==> config.mk <==
export PLATFORM = sky130hd
export DESIGN_NAME = ssort_cell
export DESIGN_NICKNAME = d
export VERILOG_FILES = /design/src/design/ssort_pkg.sv /design/src/design/ssort_cell.sv
export SDC_FILE = /design/constraint.sdc
export NUM_CORES = 1
export LEC_CHECK = 0
export ABC_AREA = 1
export BUFFER_PORTS_ARGS = -buffer_cell sky130_fd_sc_hd__buf_4
export CORE_MARGIN = 10
export CORE_UTILIZATION = 45
export DETAILED_ROUTE_END_ITERATION = 7
export PLACE_DENSITY = 0.8
export SETUP_SLACK_MARGIN = 0.2
export SLEW_MARGIN = 20
export SYNTH_ARGS = -nofsm -noshare
export SYNTH_HDL_FRONTEND = slang
export SYNTH_SLANG_ARGS = --single-unit
==> constraint.sdc <==
create_clock -name clk -period 2.9 [get_ports clk]
set_clock_uncertainty 0.15 [all_clocks]
set_input_delay 0.145 -clock clk [delete_from_list [all_inputs] [get_ports clk]]
set_output_delay 0.145 -clock clk [all_outputs]
set_load 0.005 [all_outputs]
==> src/design/ssort_pkg.sv <==
// shared types and helpers for the selection sorter
// no dependencies; imported by the channel interfaces, the cell and the top level

package ssort_pkg;

  localparam int VALUE_W = 32;

  typedef logic signed [VALUE_W-1:0] value_t;

  // control broadcast from the top level to every cell
  typedef struct packed {
    logic load;   // insert the new value into the sorted row
    logic shift;  // move the row one place toward cell 0
  } cell_ctl_t;

  // signed ascending order
  function automatic logic key_less(input value_t a, input value_t b);
    return a < b;
  endfunction

endpackage

==> src/design/ssort_cell.sv <==
// one cell of the insertion row: holds a single value of the sorted run
// depends on ssort_pkg

module ssort_cell import ssort_pkg::*; (
  input  logic      clk,
  input  cell_ctl_t ctl,
  input  value_t    new_value,
  input  logic      occ,
  input  logic      prev_disp,
  input  value_t    prev_value,
  input  value_t    next_value,
  output value_t    value_o,
  output logic      disp_o
);

  value_t value_r;

  // new value goes in front of this one, so this one moves right
  assign disp_o  = occ && key_less(new_value, value_r);
  assign value_o = value_r;

  // when neither load nor shift is set the cell holds its value
  always_ff @(posedge clk) begin
    if (ctl.load) begin
      if (prev_disp) begin
        value_r <= prev_value;
      end else if (disp_o || !occ) begin
        value_r <= new_value;
      end
    end else if (ctl.shift) begin
      value_r <= next_value;
    end
  end

endmodule

# Yosys cells after proc, flatten, opt, wreduce, memory -nomap -nowiden
# Cells that the tools add are included.
[op_classes]
n_addsub = 0
n_mul = 0
n_div = 0
order_cmp = 1
eq_ne = 1
shifts = 0
muxes = 4
n_bitwise = 0
reduce_logical = 5
[ops]
columns = ["cell", "n"]
rows = [
  ["$mux W32", 4],
  ["$lt A32 B32 Y1", 1],
  ["$ne A3 B1 Y1 const B", 1],
  ["$reduce_and A2 Y1", 1],
  ["$reduce_bool A2 Y1", 1],
  ["$logic_and A1 B1 Y1", 1],
  ["$logic_not A1 Y1", 1],
  ["$logic_or A1 B1 Y1", 1],
]
[word_totals]
register_bits = 32
latch_bits = 0
ramBits = 0
mem_bits_ro = 0
inputBits = 101
output_inout_bits = 33
elab_cells = 12
memories = 0

# Logic depth before layout (Yosys ltp)
[logic_depth]
word_depth = 6
mapped_depth = 16
ltp_nobuf = 16

# Least setup slack after synthesis
# Ideal clock, no wire load.
[synth_path]
path_type = "flip-flop to flip-flop"
from = "reg value_r[21] (netlist: value_o[21])"
to = "reg value_r[0] (netlist: value_o[0]) (enable)"
setup_time_ns = 0.387
arrival_ns = 2.005
t_required_ns = 2.363
slack_ns = 0.359
stages_incl_launch_ff = 12
path_buffers = 0
synth_period_minus_slack_ns = 2.541
cell_sequence = "edfxtp_1 inv_1 ha_1 a21oi_1 nor2_1 nor2_1 nand3_1 a21oi_2 nand3_1 nand3_1 nand2_1 inv_1"
[synth_between]
elab_chain_cells = 5
[synth_lines]
columns = ["element", "line_no", "text"]
rows = [
  ["start, declared", "ssort_cell.sv:16", "value_t value_r;"],
  ["start signal, assigned", "ssort_cell.sv:26", "value_r <= prev_value;"],
  ["start signal, assigned", "ssort_cell.sv:28", "value_r <= new_value;"],
  ["start signal, assigned", "ssort_cell.sv:31", "value_r <= next_value;"],
  ["$lt A32 B32 Y1", "ssort_pkg.sv:18", "return a < b;"],
  ["$logic_and A1 B1 Y1", "ssort_cell.sv:19", "assign disp_o = occ && key_less(new_value, value_r);"],
  ["$logic_or A1 B1 Y1", "ssort_cell.sv:27", "end else if (disp_o || !occ) begin"],
  ["$ne A3 B1 Y1 (no source line)", "-", ""],
  ["$reduce_and A2 Y1 (no source line)", "-", ""],
]
# No other way between the ends.
# A chain may end at the register's enable or synchronous reset.

# Worst setup path after layout
[layout_path]
from = "reg value_r[5] (netlist: value_o[5])"
to = "reg value_r[24] (netlist: value_o[24]) (enable)"
# The elaborated chain is that of the path after synthesis.

==> impl_results.md <==
* DR WL/cell at 15.5 um
* Mapped cell area at 2450 um2
* Hold Crit Depth at 3
* Worst-path maximum fanout at 24
* Largest area contributor in the netlist: edfxtp_1
* TNS Setup at 0 ns
* Unrepaired setup endpoints after global routing: false
* FF-to-FF Start: value_o[5]$_DFFE_PP_
* Worst-Skew Late Latency at 0.28 ns
* Initial Util at 47.0%
* First-pass GRT wire length at 13100 um
* Area Overhead vs Synth at 50.7%
* Cts repair resizes at 0
* Vias in the first global route at 2767
* HP Start: next_value[5]
* Slew @ Worst Pin at 0.996 ns
* CP required at 2.70 ns
* Port bufs at 133
* DP Wirelength at 6380 um
* Die X at 93.7 um
* Post-Syn Area per Cell at 7.72 um2
* Mapped Nets at 449
* Max Buffers Root-to-Sink at 2
* Hold slack at 0.00213 ns
* Synth top area cells: edfxtp_1, ha_1, o21ai_0, nand2_1, inv_1
* Clock-pin slew on the worst setup and hold paths at 0.07 ns
* Post-synth top area share at 39.3%
* Pwr/cell area at 382 nW/um2
* CORE AREA at 5200 um2
* Max Cap Viol at 0
* Crit Path Category: reg2reg
* Vias/cell at 5.02
* Setup WS pre-CTS at 0.553 ns
* Yosys cell types at 18
* Nature of the critical path endpoint: register
* Number of diodes at 0
* DR DRC count at 0
* Hold Buf Count CTS at 10
* Overall Global Routing Usage at 18.0%
* Flops & latches, synth at 32
* Routed Wire Length at 8180 um
* EDFF count, synth at 32
* Hold EP: value_o[5]$_DFFE_PP_
* R2R depth at 14
* Status: finished clean
* Worst rel slew slack at 33.2%
* Fmax at 424 MHz
* Static Leak at 1.88 nW
* Final slew viol count at 0
* Detail Route Antenna Nets at 0
* Startpoint types: register
* Post-synth ARST share at 0%
* Post-Syn Instances at 317
* TritonCTS clock tree: built
* TritonRoute pass-1 iters at 4
* CTS Root Cell: clkbuf_8
* Final setup viols at 0
* YS warnings at 0
* Setup bufs post-CTS at 0
* Worst Hold Class: in2reg
* R2R Path End: value_o[24]$_DFFE_PP_
* Gr ovfl total at 0
* Share of cells above drive strength 1 at 32.0%
* Die ar. at 8790 um2
* Tot Pwr at 1.41 mW
* Sequential share of the synthesized area at 39.3%
* Layout Utilization at 70.9%
* PnR worst setup slack at 0.543 ns
* Worst vdd ir at 0.244 mV
* # rows at 26
* DRT iter0 DRCs at 104
* Period utilization at 81.3%
* Largest net degree at the start of global routing at 35
* Gpl congestion at 0.792
* Minimum clock period after layout at 2.36 ns
* Via count at 2658
* Top FF cell, synth: edfxtp_1
* Commonest cells in the netlist: nand2_1, o21ai_0, inv_1, nor2_1, edfxtp_1
* Fillers at 435
* Nets@finish at 590
* # IOs at 134
* CTS Sinks at 32
* Max FFs per register at 32
* Crit path DAT at 2.15 ns
* Cts bufs inserted at 5
* R2R setup slack at 0.54 ns
* DIE HEIGHT at 93.7 um
* Initial antenna violation count at 0
* Final Hold Vio Count at 0
* Clock H-tree levels at 2
[metrics by stage]
stage | instance area, um2 | cells
3_5_place_dp | 3510 | 511
3_3_place_gp | 3510 | 511
5_1_grt | 3690 | 529
6_report | 3690 | 529
2_1_floorplan | 2450 | 317
4_1_cts | 3690 | 529
[where the power goes]
group	total, mW	leakage, nW	switching, mW	internal, mW
Combinational	0.484	1.51	0.230	0.254
Sequential	0.601	0.327	0.0261	0.575
Clock	0.324	0.0399	0.157	0.167
[worst max-delay path, stage by stage (launching register included)]
cell	delay [ns]
edfxtp_1	0.39
inv_1	0.07
ha_1	0.23
a21oi_1	0.15
nor2_1	0.06
nor3_2	0.10
nand2_1	0.08
nand2_1	0.06
nand2_1	0.05
nand2_1	0.07
nand3_1	0.09
nand3_1	0.09
nand2_1	0.05
inv_1	0.06
buf_4	0.31
[metal layers]
metal | up-vias | GRT usage, % | part of all wire (%)
met4 | 0 | 3.42 | 0.44
li1 | 1338 | - | -
met3 | 2 | 5.76 | 7.3
met5 | - | 0 | 0
met2 | 89 | 32.0 | 51
met1 | 1229 | 20.5 | 41
[how the worst max path moves through the flow]
stage / startpoint / to / slack [ns] / cells after the start
floorplan: value_o[21]$_DFFE_PP_ / value_o[0]$_DFFE_PP_ / 0.36 / 11
CTS: value_o[5]$_DFFE_PP_ / value_o[22]$_DFFE_PP_ / 0.53 / 14
finish: value_o[5]$_DFFE_PP_ / value_o[24]$_DFFE_PP_ / 0.54 / 14
global placement: value_o[31]$_DFFE_PP_ / value_o[30]$_DFFE_PP_ / 0.58 / 11
detailed placement: value_o[5]$_DFFE_PP_ / value_o[3]$_DFFE_PP_ / 0.55 / 14
global route: value_o[5]$_DFFE_PP_ / value_o[20]$_DFFE_PP_ / 0.34 / 14
[placed cells by master (no fill, tap or decap), types with 2 or more instances in the layout]
cell type,count
nand2_1,64
a21oi_1,14
nand3_1,4
buf_4,136
edfxtp_1,32
o21ai_1,4
clkbuf_8,5
a21oi_2,2
clkinv_1,2
o21ai_0,64
dlygate4sd3_1,10
nor2_1,39
clkbuf_1,2
inv_1,43
ha_1,31
nor3_2,2
[final cells by class]
type	count	area, um2	share of cell area (%)
Clock buffer	7	76.3	2.07
Clock inverter	1	3.75	0.102
Inverter	44	165	4.48
Multi-Input combinational cell	229	1270	34.5
Sequential cell	32	961	26.1
Tap cell	70	87.6	2.37
Timing Repair Buffer	146	1120	30.4
[cell families after synthesis]
group,synth area share [%]
AO/OA/AOI/OAI,17.8
buffers and inverters,8.69
flip-flops,39.3
adder cells (fa/ha/maj),15.8
AND/OR/NAND/NOR,18.4
Note: power is estimated with default switching activity, not from simulation.
